<file path="config.mk">
export PLATFORM = sky130hd
export DESIGN_NAME = magnetometer_minmax_autocal_unit_flat
export DESIGN_NICKNAME = d
export VERILOG_FILES = /design/src/hw/rtl/mmac_pkg.sv /design/src/hw/rtl/mmac_cfg_if.sv /design/src/hw/rtl/mmac_sample_if.sv /design/src/hw/rtl/mmac_result_if.sv /design/src/hw/rtl/mmac_divider.sv /design/src/hw/rtl/magnetometer_minmax_autocal_unit.sv /design/src/flat_wrapper.sv
export SDC_FILE = /design/constraint.sdc
export NUM_CORES = 1
export LEC_CHECK = 0
export ABC_CLOCK_PERIOD_IN_PS = 6550
export BUFFER_PORTS_ARGS = -buffer_cell sky130_fd_sc_hd__buf_2
export CAP_MARGIN = 20
export CELL_PAD_IN_SITES_DETAIL_PLACEMENT = 1
export CELL_PAD_IN_SITES_GLOBAL_PLACEMENT = 2
export CORE_MARGIN = 3
export CORE_UTILIZATION = 38
export DETAILED_ROUTE_END_ITERATION = 8
export PLACE_DENSITY = 0.73
export SETUP_SLACK_MARGIN = 0.02
export SLEW_MARGIN = 10
export SYNTH_ARGS = -nofsm -noshare
export SYNTH_HDL_FRONTEND = slang
export SYNTH_SLANG_ARGS = --single-unit
</file>
<file path="constraint.sdc">
create_clock -name clk -period 6.55 [get_ports clk]
set_input_delay 1.31 -clock clk [delete_from_list [all_inputs] [get_ports clk]]
set_output_delay 1.31 -clock clk [all_outputs]
set_load 0.005 [all_outputs]
</file>
<file path="src/hw/rtl/mmac_pkg.sv">
// ----------------------------------------------------------------------------
// mmac_pkg: shared types and constants for the magnetometer calibration unit
// Widths, reset bounds, mapping constants, sequencer states and the
// request/response structs of the shared divider.
// ----------------------------------------------------------------------------
`default_nettype none

package mmac_pkg;

  localparam int AXES     = 3;
  localparam int AXIS_W   = 2;
  localparam int SAMPLE_W = 16;
  localparam int DEN_W    = 16;
  localparam int QUOT_W   = 8;
  localparam int NUM_W    = DEN_W + QUOT_W;
  localparam int FLAG_W   = 3;

  localparam logic [AXIS_W-1:0] AXIS_FIRST = 2'd0;
  localparam logic [AXIS_W-1:0] AXIS_LAST  = 2'd2;

  localparam logic signed [SAMPLE_W-1:0] MIN_RESET = 16'sd666;
  localparam logic signed [SAMPLE_W-1:0] MAX_RESET = -16'sd666;
  localparam logic [QUOT_W-1:0]          MAP_SPAN  = 8'd200;
  localparam logic signed [SAMPLE_W-1:0] MAP_LOW   = -16'sd100;

  typedef enum logic [4:0] {
    ST_IDLE   = 5'b00001,
    ST_UPDATE = 5'b00010,
    ST_SETUP  = 5'b00100,
    ST_DIV    = 5'b01000,
    ST_WRITE  = 5'b10000
  } state_t;

  typedef struct packed {
    logic             start;
    logic [NUM_W-1:0] num;
    logic [DEN_W-1:0] den;
  } div_req_t;

  typedef struct packed {
    logic              done;
    logic [QUOT_W-1:0] quot;
  } div_rsp_t;

endpackage

`default_nettype wire

</file>
<file path="src/hw/rtl/mmac_cfg_if.sv">
// ----------------------------------------------------------------------------
// mmac_cfg_if: configuration write channel
// Carries the enable register's write data with a valid/ready transfer.
// ----------------------------------------------------------------------------
`default_nettype none

interface mmac_cfg_if;
  logic valid;
  logic ready;
  logic mag_enable;

  modport source (output valid, output mag_enable, input ready);
  modport sink   (input valid, input mag_enable, output ready);
endinterface

`default_nettype wire

</file>
<file path="src/hw/rtl/mmac_sample_if.sv">
// ----------------------------------------------------------------------------
// mmac_sample_if: magnetometer sample channel
// One three-axis signed sample per valid/ready transfer.
// ----------------------------------------------------------------------------
`default_nettype none

interface mmac_sample_if;
  logic                                  valid;
  logic                                  ready;
  logic signed [mmac_pkg::SAMPLE_W-1:0]  mag_x;
  logic signed [mmac_pkg::SAMPLE_W-1:0]  mag_y;
  logic signed [mmac_pkg::SAMPLE_W-1:0]  mag_z;

  modport source (output valid, output mag_x, output mag_y, output mag_z, input ready);
  modport sink   (input valid, input mag_x, input mag_y, input mag_z, output ready);
endinterface

`default_nettype wire

</file>
<file path="src/hw/rtl/mmac_result_if.sv">
// ----------------------------------------------------------------------------
// mmac_result_if: calibrated result channel
// Three mapped axis values and the per-axis scaled flags per transfer.
// ----------------------------------------------------------------------------
`default_nettype none

interface mmac_result_if;
  logic                                  valid;
  logic                                  ready;
  logic signed [mmac_pkg::SAMPLE_W-1:0]  cal_x;
  logic signed [mmac_pkg::SAMPLE_W-1:0]  cal_y;
  logic signed [mmac_pkg::SAMPLE_W-1:0]  cal_z;
  logic [mmac_pkg::FLAG_W-1:0]           axes_scaled;

  modport source (output valid, output cal_x, output cal_y, output cal_z,
                  output axes_scaled, input ready);
  modport sink   (input valid, input cal_x, input cal_y, input cal_z,
                  input axes_scaled, output ready);
endinterface

`default_nettype wire

</file>
<file path="src/hw/rtl/mmac_divider.sv">
// ----------------------------------------------------------------------------
// mmac_divider: iterative restoring divider
// One quotient bit per cycle, eight quotient bits per division. The quotient is
// known to fit in eight bits, so the divisor starts shifted left by seven.
// ----------------------------------------------------------------------------
`default_nettype none

module mmac_divider (
  input  logic               clk,
  input  logic               rst,
  input  mmac_pkg::div_req_t req,
  output mmac_pkg::div_rsp_t rsp
);

  localparam int SH_W = mmac_pkg::DEN_W + mmac_pkg::QUOT_W - 1;

  logic                          busy;
  logic                          done;
  logic [2:0]                    step;
  logic [mmac_pkg::NUM_W-1:0]    rem;
  logic [SH_W-1:0]               dsh;
  logic [mmac_pkg::QUOT_W-1:0]   quot;
  logic [mmac_pkg::NUM_W:0]      trial;
  logic                          ge;

  assign trial = {1'b0, rem} - {2'b00, dsh};
  assign ge    = ~trial[mmac_pkg::NUM_W];

  always_ff @(posedge clk) begin
    if (rst) begin
      busy <= 1'b0;
      done <= 1'b0;
    end else begin
      done <= busy && (step == 3'd0);
      if (req.start && !busy) begin
        busy <= 1'b1;
      end else if (busy && step == 3'd0) begin
        busy <= 1'b0;
      end
    end
  end

  always_ff @(posedge clk) begin
    if (req.start && !busy) begin
      rem  <= req.num;
      dsh  <= {req.den, 7'b0};
      step <= 3'd7;
    end else if (busy) begin
      if (ge) begin
        rem <= trial[mmac_pkg::NUM_W-1:0];
      end
      quot <= {quot[mmac_pkg::QUOT_W-2:0], ge};
      dsh  <= dsh >> 1;
      step <= step - 3'd1;
    end
  end

  assign rsp.done = done;
  assign rsp.quot = quot;

endmodule

`default_nettype wire

</file>
<file path="src/hw/rtl/magnetometer_minmax_autocal_unit.sv">
// ----------------------------------------------------------------------------
// magnetometer_minmax_autocal_unit: min/max hard-iron auto-calibration
// Tracks a running min and max per axis and maps each sample onto
// -100..100 as (v-min)*200/(max-min)-100, one shared divider for all axes.
// ----------------------------------------------------------------------------
//
//   channel  | dir | handshake     | payload
//   ---------+-----+---------------+----------------------------------------
//   cfg      | in  | valid/ready   | mag_enable (always ready)
//   sample   | in  | valid/ready   | mag_x, mag_y, mag_z (signed 16)
//   result   | out | valid/ready   | cal_x, cal_y, cal_z, axes_scaled
//
// Per axis, UPDATE widens min/max and SETUP forms the numerator; when the
// range is open the 8-step shared divider then runs in DIV, else the sample
// value passes through as is. WRITE then loads the result register; a disabled
// sample goes from IDLE straight to WRITE. sample.ready is high only in the
// idle state. The result register lets the unit return to idle while a result
// waits; a finished item then holds until the result is taken. Reset (rst,
// synchronous) sets min to 666, max to -666 and enable to 1.
// ----------------------------------------------------------------------------
`default_nettype none

module magnetometer_minmax_autocal_unit (
  input  logic                 clk,
  input  logic                 rst,
  mmac_cfg_if.sink             cfg,
  mmac_sample_if.sink          sample,
  mmac_result_if.source        result
);

  localparam int SW = mmac_pkg::SAMPLE_W;

  mmac_pkg::state_t                    state;
  logic                                enable;
  logic [mmac_pkg::AXIS_W-1:0]         axis;
  logic signed [SW-1:0]                smp  [mmac_pkg::AXES];
  logic signed [SW-1:0]                mins [mmac_pkg::AXES];
  logic signed [SW-1:0]                maxs [mmac_pkg::AXES];
  logic signed [SW-1:0]                res  [mmac_pkg::AXES];
  logic [mmac_pkg::FLAG_W-1:0]         flags;

  logic                                out_valid;
  logic signed [SW-1:0]                out_cal [mmac_pkg::AXES];
  logic [mmac_pkg::FLAG_W-1:0]         out_flags;

  logic signed [SW-1:0]                cur_v;
  logic signed [SW-1:0]                cur_min;
  logic signed [SW-1:0]                cur_max;
  logic signed [SW:0]                  diff_full;
  logic signed [SW:0]                  span_full;
  logic [mmac_pkg::DEN_W-1:0]          den;
  logic                                collapsed;
  logic                                in_xfer;
  logic                                out_load;

  mmac_pkg::div_req_t                  div_req;
  mmac_pkg::div_rsp_t                  div_rsp;

  // Operands of the axis in work; by SETUP min/max are already widened in UPDATE.
  assign cur_v     = smp[axis];
  assign cur_min   = mins[axis];
  assign cur_max   = maxs[axis];
  assign diff_full = {cur_v[SW-1], cur_v} - {cur_min[SW-1], cur_min};
  assign span_full = {cur_max[SW-1], cur_max} - {cur_min[SW-1], cur_min};
  assign den       = span_full[mmac_pkg::DEN_W-1:0];
  assign collapsed = (den == '0);

  // Numerator (v-min)*200 fits 24 bits: the quotient never exceeds 200.
  assign div_req.start = (state == mmac_pkg::ST_SETUP) && !collapsed;
  assign div_req.num   = {8'b0, diff_full[SW-1:0]} * {16'b0, mmac_pkg::MAP_SPAN};
  assign div_req.den   = den;

  mmac_divider u_div (
    .clk (clk),
    .rst (rst),
    .req (div_req),
    .rsp (div_rsp)
  );

  assign in_xfer  = sample.valid && sample.ready;
  assign out_load = (state == mmac_pkg::ST_WRITE) && (!out_valid || result.ready);

  assign cfg.ready    = 1'b1;
  assign sample.ready = (state == mmac_pkg::ST_IDLE);

  // Control: sequencer, enable register, calibration bounds, result valid.
  always_ff @(posedge clk) begin
    if (rst) begin
      state     <= mmac_pkg::ST_IDLE;
      enable    <= 1'b1;
      axis      <= mmac_pkg::AXIS_FIRST;
      out_valid <= 1'b0;
      for (int i = 0; i < mmac_pkg::AXES; i++) begin
        mins[i] <= mmac_pkg::MIN_RESET;
        maxs[i] <= mmac_pkg::MAX_RESET;
      end
    end else begin
      if (cfg.valid) begin
        enable <= cfg.mag_enable;
      end
      // Load a new result, or drop the old one once taken.
      if (out_load) begin
        out_valid <= 1'b1;
      end else if (result.ready) begin
        out_valid <= 1'b0;
      end
      unique case (state)
        mmac_pkg::ST_IDLE: begin
          if (in_xfer) begin
            axis  <= mmac_pkg::AXIS_FIRST;
            state <= enable ? mmac_pkg::ST_UPDATE : mmac_pkg::ST_WRITE;
          end
        end
        mmac_pkg::ST_UPDATE: begin
          // Widen the bounds by the sample.
          if (cur_v < cur_min) begin
            mins[axis] <= cur_v;
          end
          if (cur_v > cur_max) begin
            maxs[axis] <= cur_v;
          end
          state <= mmac_pkg::ST_SETUP;
        end
        mmac_pkg::ST_SETUP: begin
          if (!collapsed) begin
            state <= mmac_pkg::ST_DIV;
          end else if (axis == mmac_pkg::AXIS_LAST) begin
            state <= mmac_pkg::ST_WRITE;
          end else begin
            axis  <= axis + 2'd1;
            state <= mmac_pkg::ST_UPDATE;
          end
        end
        mmac_pkg::ST_DIV: begin
          if (div_rsp.done) begin
            if (axis == mmac_pkg::AXIS_LAST) begin
              state <= mmac_pkg::ST_WRITE;
            end else begin
              axis  <= axis + 2'd1;
              state <= mmac_pkg::ST_UPDATE;
            end
          end
        end
        mmac_pkg::ST_WRITE: begin
          // Hold until the result register is free.
          if (out_load) begin
            state <= mmac_pkg::ST_IDLE;
          end
        end
        default: begin
          state <= mmac_pkg::ST_IDLE;
        end
      endcase
    end
  end

  // Payload: captured sample, per-axis results and flags, result register.
  always_ff @(posedge clk) begin
    if (in_xfer) begin
      smp[0] <= sample.mag_x;
      smp[1] <= sample.mag_y;
      smp[2] <= sample.mag_z;
      flags  <= '0;
      // Disabled: zero results, bounds untouched.
      for (int i = 0; i < mmac_pkg::AXES; i++) begin
        res[i] <= '0;
      end
    end
    if (state == mmac_pkg::ST_SETUP && collapsed) begin
      res[axis] <= cur_v;
    end
    if (state == mmac_pkg::ST_DIV && div_rsp.done) begin
      res[axis]   <= $signed({8'b0, div_rsp.quot}) + mmac_pkg::MAP_LOW;
      flags[axis] <= 1'b1;
    end
    if (out_load) begin
      for (int i = 0; i < mmac_pkg::AXES; i++) begin
        out_cal[i] <= res[i];
      end
      out_flags <= flags;
    end
  end

  assign result.valid       = out_valid;
  assign result.cal_x       = out_cal[0];
  assign result.cal_y       = out_cal[1];
  assign result.cal_z       = out_cal[2];
  assign result.axes_scaled = out_flags;

endmodule

`default_nettype wire
</file>
<file path="src/flat_wrapper.sv">
// flat-port wrapper written by rule: the top's interface ports become plain ports
module magnetometer_minmax_autocal_unit_flat 
  (clk, rst, cfg_valid, cfg_mag_enable, cfg_ready, sample_valid, sample_mag_x, sample_mag_y, sample_mag_z, sample_ready, result_valid, result_cal_x, result_cal_y, result_cal_z, result_axes_scaled, result_ready);
  mmac_cfg_if cfg_i ();
  mmac_sample_if sample_i ();
  mmac_result_if result_i ();
  input  logic clk;
  input  logic rst;
  input wire logic [$bits(cfg_i.valid)-1:0] cfg_valid;
  input wire logic [$bits(cfg_i.mag_enable)-1:0] cfg_mag_enable;
  output wire logic [$bits(cfg_i.ready)-1:0] cfg_ready;
  input wire logic [$bits(sample_i.valid)-1:0] sample_valid;
  input wire logic [$bits(sample_i.mag_x)-1:0] sample_mag_x;
  input wire logic [$bits(sample_i.mag_y)-1:0] sample_mag_y;
  input wire logic [$bits(sample_i.mag_z)-1:0] sample_mag_z;
  output wire logic [$bits(sample_i.ready)-1:0] sample_ready;
  output wire logic [$bits(result_i.valid)-1:0] result_valid;
  output wire logic [$bits(result_i.cal_x)-1:0] result_cal_x;
  output wire logic [$bits(result_i.cal_y)-1:0] result_cal_y;
  output wire logic [$bits(result_i.cal_z)-1:0] result_cal_z;
  output wire logic [$bits(result_i.axes_scaled)-1:0] result_axes_scaled;
  input wire logic [$bits(result_i.ready)-1:0] result_ready;
  assign cfg_i.valid = cfg_valid;
  assign cfg_i.mag_enable = cfg_mag_enable;
  assign cfg_ready = cfg_i.ready;
  assign sample_i.valid = sample_valid;
  assign sample_i.mag_x = sample_mag_x;
  assign sample_i.mag_y = sample_mag_y;
  assign sample_i.mag_z = sample_mag_z;
  assign sample_ready = sample_i.ready;
  assign result_valid = result_i.valid;
  assign result_cal_x = result_i.cal_x;
  assign result_cal_y = result_i.cal_y;
  assign result_cal_z = result_i.cal_z;
  assign result_axes_scaled = result_i.axes_scaled;
  assign result_i.ready = result_ready;
  magnetometer_minmax_autocal_unit u_core (.clk(clk), .rst(rst), .cfg(cfg_i), .sample(sample_i), .result(result_i));
endmodule
</file>
# Yosys cells after proc, flatten, opt, wreduce, memory -nomap -nowiden
# Memories as Yosys holds them, arrays and structs flattened. A register that Yosys moved wholly into a read port is not among the register bits.
# Cells that the tools add are included.
# totals
elab_cells	130
output_inout_bits	54
rom_bits	0
regBits	75
mem_bits_rw	240
memories	5
latch_bits	0
# memory_table
name	depth	width	rd	rd_clocked_by_memory_dff	write_ports	line	text
u_core.maxs	3	16	1	1	3	magnetometer_minmax_autocal_unit.sv:38	logic signed [SW-1:0] maxs [mmac_pkg::AXES];
u_core.mins	3	16	1	1	3	magnetometer_minmax_autocal_unit.sv:37	logic signed [SW-1:0] mins [mmac_pkg::AXES];
u_core.out_cal	3	16	3	0	3	magnetometer_minmax_autocal_unit.sv:43	logic signed [SW-1:0] out_cal [mmac_pkg::AXES];
u_core.res	3	16	3	0	3	magnetometer_minmax_autocal_unit.sv:39	logic signed [SW-1:0] res [mmac_pkg::AXES];
u_core.smp	3	16	1	1	3	magnetometer_minmax_autocal_unit.sv:36	logic signed [SW-1:0] smp [mmac_pkg::AXES];
# op_classes
shifts	0
n_reduce_logical	26
addsub	6
bitwise_logic	4
n_lt_le_gt_ge	4
mux	59
div	0
mul	1
n_eq_ne	11
# op_table
cell	n
$mux W24	3
$mux W16	4
$reduce_or A16 Y1	3
$mux W23	2
$sub A16 B16 Y16	2
$mux W5	6
$mux W1	26
$mux W2	13
$pmux W5 S5	1
$sub A24 B23 Y25	1
$mul A16 B5 Y21 const B	1
$gt A16 B16 Y1	1
$logic_not A16 Y1	1
$lt A16 B16 Y1	1
$add A9 B8 Y10 const B	1
$logic_and A1 B1 Y1	8
$mux W3	2
$ne A2 B1 Y1 const B	3
$pmux W2 S3	1
$reduce_and A2 Y1	3
$reduce_bool A2 Y1	3
$eq A5 B1 Y1 const B	1
$eq A5 B2 Y1 const B	1
$eq A5 B3 Y1 const B	1
other kinds (18)	22

# Longest topological paths before layout
# depth
depth_word	8
depth_mapped	29
mapped_depth_nobuf	27

# Hierarchy
# Synthesis repeated with hierarchy kept, for this count alone.
# unflattened
hier_cells	1571
hier_area_um2	18576.6
# modules_own_cells
module	cells_each	n_inst	seq_area_each_um2	area_per_inst_um2
magnetometer_minmax_autocal_unit	1180	1	8538.2	14725.4
mmac_divider	391	1	1681.6	3851.2

# Worst setup path after synthesis
# Ideal clock, no wire load.
# synth_path
path_kind	reg2reg
from	register with a tool-made name
to	register u_core.u_div.rem[21] in the netlist's numbering, data pin
t_arrival_ns	6.847
path_buffers	3
stages_incl_launch_ff	28
slack_ns	-0.553
path_cell_list	dfxtp_1 buf_1 clkbuf_1 buf_1 mux4_2 ha_1 inv_1 fa_1 a21o_1 a21oi_1 o21bai_1 a21oi_1 a21oi_1 a41oi_1 nand2b_1 a21oi_1 xnor2_1 ha_1 ha_1 inv_1 fa_1 inv_1 ha_1 nor3_1 a311oi_1 o21a_1 or3_1 a32o_1
# synth_rtl
item	line	text
end signal: assignment	mmac_divider.sv:45	rem <= req.num;
end signal: assignment	mmac_divider.sv:50	rem <= trial[mmac_pkg::NUM_W-1:0];
end: declaration	mmac_divider.sv:20	logic [mmac_pkg::NUM_W-1:0] rem;

==> results by group <==
Global routing
  – Gr usage total: 19.3%
  – Largest net degree at the start of global routing: 52
  – First-pass GRT wire length: 75.1 mm
  – Total congestion overflow: 0
  – Initial antenna violation count: 0
  – Number of global-route vias before repair: roughly 13000

Worst setup path
  – Worst R2R End: u_core.u_div.rem[21]
  – WS Path Type: reg2reg
  – Worst Setup End Kind: flip-flop
  – Crit-path max FO: 6
  – CP arrival: 6.50 ns
  – CP Data Required Time: 6.85 ns
  – Critical Path Source Type: flip-flop
  – Worst-case reg-to-reg path depth: 23
  – R2R setup slack: approximately 0.35 ns

Logic synthesis
  – Register area share after synthesis: 55.9%
  – Area of the mapped netlist: approximately 18000 sq um
  – Synth Area per Inst: 12.1 sq um
  – Top_reg_cell synth: edfxtp_1
  – Synth Instances: 1501
  – Synth Area in Simple Gates: 11.0%
  – Syn nets: 1699
  – Synth Area in XOR/XNOR: 2.69%
  – Compound-Gate Fraction of Synth Area: 10.6%
  – Synth Area in Adders: a little over a tenth
  – Post-synth EDFFs: 320
  – Async SR Flop Fraction: 0%
  – Mux cell area share after synthesis: 5.00%
  – Netlist cell types: 71
  – Seq cells post-synth: 349
  – Largest family of logic cells by synthesized area: simple AND/OR/NAND/NOR gates
  – Synth Warn #: 0

Drt
  – Final ANT Viol Nets: 0
  – Drt total wl: between 40 and 50 mm
  – 1st-pass router iterations: 5
  – Drt drc: 0
  – Detailed-route via count: between 10000 and 15000
  – Drt via density: 5.40
  – WL/cell: 21.5 um
  – Starting DRC count in detailed routing: 885

Cells and area
  – Layout cell share with drive strength beyond 1: roughly 16%
  – Final Cell Area: 20800 sq um
  – Commonest non-fill, non-tap cells in the layout: edfxtp_1 (320), inv_1 (140), nand2_1 (134)
  – Commonest non-fill, non-tap cell in the layout: edfxtp_1
  – Final-layout fill cell count: a little under 5000
  – Antenna fix cells: 0
  – Synth-to-Final Area Change: 14.1%
  – Final nets: 1839

Floorplanning
  – Starting Density: 38.8%
  – Row count: 79
  – Core ar.: 47000 sq um
  – DIE AREA: slightly above 50000 sq um
  – Chip height: 225 um
  – Ports: 108
  – Die width: 225 um

Timing
  – Fmax: 161 MHz
  – Final slew viol count: 0
  – Endpoints failing setup: 0
  – Unrepaired setup endpoints after global routing: false
  – Setup TNS Final: 0 ns
  – Post-layout min period: 6.20 ns
  – Final hold vios: 0
  – Clock Skew: 0.0125 ns
  – Rel. slew slack: 29.8%
  – Worst slew pin tran: 1.05 ns
  – Fin crit share: 94.6%

Pwr
  – Max VDD drop: between 200 and 250 uV
  – LEAKAGE: 7.91 nW
  – P per Cell Area: 291 nW/um^2

Placed design
  – Dpl cell area: 19600 sq um
  – Routability Congestion: 0.871
  – Final HPWL from detailed placement: 36.3 mm
  – Port Buf Inserts: 106

Clock network
  – Clock edge transition at the registers on the reported setup and hold paths: about 0.06 ns
  – CTS buffer count: 39
  – CTS Sinks: 349
  – Clock Tree Buf Depth: 3
  – Worst skew pair latency: 0.56 ns
  – CTS Root Cell: clkbuf_16
  – CTS tree: yes
  – H-tree levels: 2
  – Hold_buf cts: 0

Outcome
  – Outcome: finished clean

Worst hold path
  – Worst hold path depth: 0
  – Hold Crit Start: u_core.res[0][14]
  – Hold path endpoint: u_core.out_cal[0][14]
  – Hold Crit Class: reg2reg

Job
  – Max_cap viols: 0
## worst max-delay path by stage
stage | from | to | slack, ns | cells past startpoint
after floorplan | flip-flop | u_core.u_div.rem[21] | 0.07 | 24
after global placement | flip-flop | u_core.u_div.rem[21] | 0.37 | 23
after detailed placement | flip-flop | u_core.u_div.rem[23] | 0.20 | 27
after CTS | flip-flop | u_core.u_div.rem[23] | 0.17 | 27
after global routing | flip-flop | u_core.u_div.rem[21] | 0.001 | 25
final | flip-flop | u_core.u_div.rem[21] | 0.35 | 23
## worst max-delay path, cell delays in order, from the launching register on
cell	delay, ns
dfxtp_4	0.40
buf_4	0.20
mux4_2	0.55
inv_1	0.14
ha_1	0.25
a21o_1	0.16
a21o_1	0.20
a21o_1	0.19
a31o_2	0.28
a211oi_2	0.30
nor2_1	0.13
xor2_1	0.23
ha_1	0.28
ha_1	0.28
inv_1	0.05
fa_1	0.53
inv_1	0.04
ha_1	0.31
or2_2	0.31
a21oi_1	0.25
a311oi_2	0.09
o21a_1	0.21
or3_1	0.32
a32o_1	0.25
## area by class of cell
class	instances	area, sq um	share of cell area [%]
clock inverters	19	105	0.506
repair buffers	149	870	4.18
clock buffers	51	1030	4.96
flip-flops and latches	349	10200	49.0
well taps	607	759	3.65
inverters	144	541	2.60
multi-input cells	958	7290	35.1
## synthesized netlist by cell type, types with 26 or more instances
cell type | n | area (sq um)
xor2_1 | 28 | 245
clkbuf_1 | 36 | 135
dfxtp_1 | 29 | 581
nor3_1 | 64 | 320
o21ai_0 | 37 | 185
o21a_1 | 26 | 195
edfxtp_1 | 320 | 9610
a21o_1 | 26 | 195
xnor2_1 | 28 | 245
mux4_2 | 32 | 721
ha_1 | 130 | 1630
a21oi_1 | 69 | 345
nand2_1 | 134 | 503
inv_1 | 141 | 529
nor2_1 | 98 | 368
## flip-flops by register name, indices dropped and copies added (netlist names), named ones only
signal,flops
u_core.maxs,64
u_core.mins,64
u_core.out_cal,48
u_core.res,48
u_core.smp,48
u_core.u_div.rem,24
u_core.u_div.dsh,23
u_core.u_div.quot,8
u_core.state,5
u_core.flags,3
u_core.result.axes_scaled,3
u_core.u_div.step,3
u_core.axis,2
u_core.enable,1
u_core.result.valid,1
u_core.u_div.busy,1
u_core.u_div.done,1
## cells by family after synthesis
| family | count (synthesis) |
|---|---|
| AND/OR/NAND/NOR | 421 |
| adder cells (fa/ha/maj) | 144 |
| flip-flops | 349 |
| buffers and inverters | 194 |
| AO/OA/AOI/OAI | 285 |
| other | 1 |
| XOR/XNOR | 56 |
| multiplexers | 51 |
## per-stage QoR
stage / worst slack (ns) / std cells / power, mW / hold WS (ns) / utilization, %
2_1_floorplan: 0.0689 / 1501 / 3.67 / 0.400 / -
3_3_place_gp: 0.368 / 2204 / 4.05 / 0.402 / 41.7
3_5_place_dp: 0.197 / 2204 / 4.07 / 0.406 / 41.7
4_1_cts: 0.170 / 2274 / 6.10 / 0.419 / 44.1
5_1_grt: 0.00107 / 2277 / 6.40 / 0.426 / 44.3
6_report: 0.352 / 2277 / 6.06 / 0.420 / 44.3
## layer usage
metal	GRT usage [%]	up-vias	part of all wire, %
met4	4.51	0	2.1
met5	0	-	0
met1	26.7	6184	46
met3	3.11	63	4.1
met2	32.1	238	48
li1	-	5805	-
## where the power goes
part / leakage, nW / internal, mW / switching, mW / total (mW)
combinational: 4.23 / 0.608 / 0.908 / 1.52
clock: 0.548 / 1.11 / 0.887 / 2.00
sequential: 3.13 / 2.51 / 0.0292 / 2.54
## repair_timing
item	CTS	global route
endpoints found under the setup margin	0	4
setup buffers	0	2
resized for setup	0	8
No activity file was read; power rests on OpenSTA's default activity.
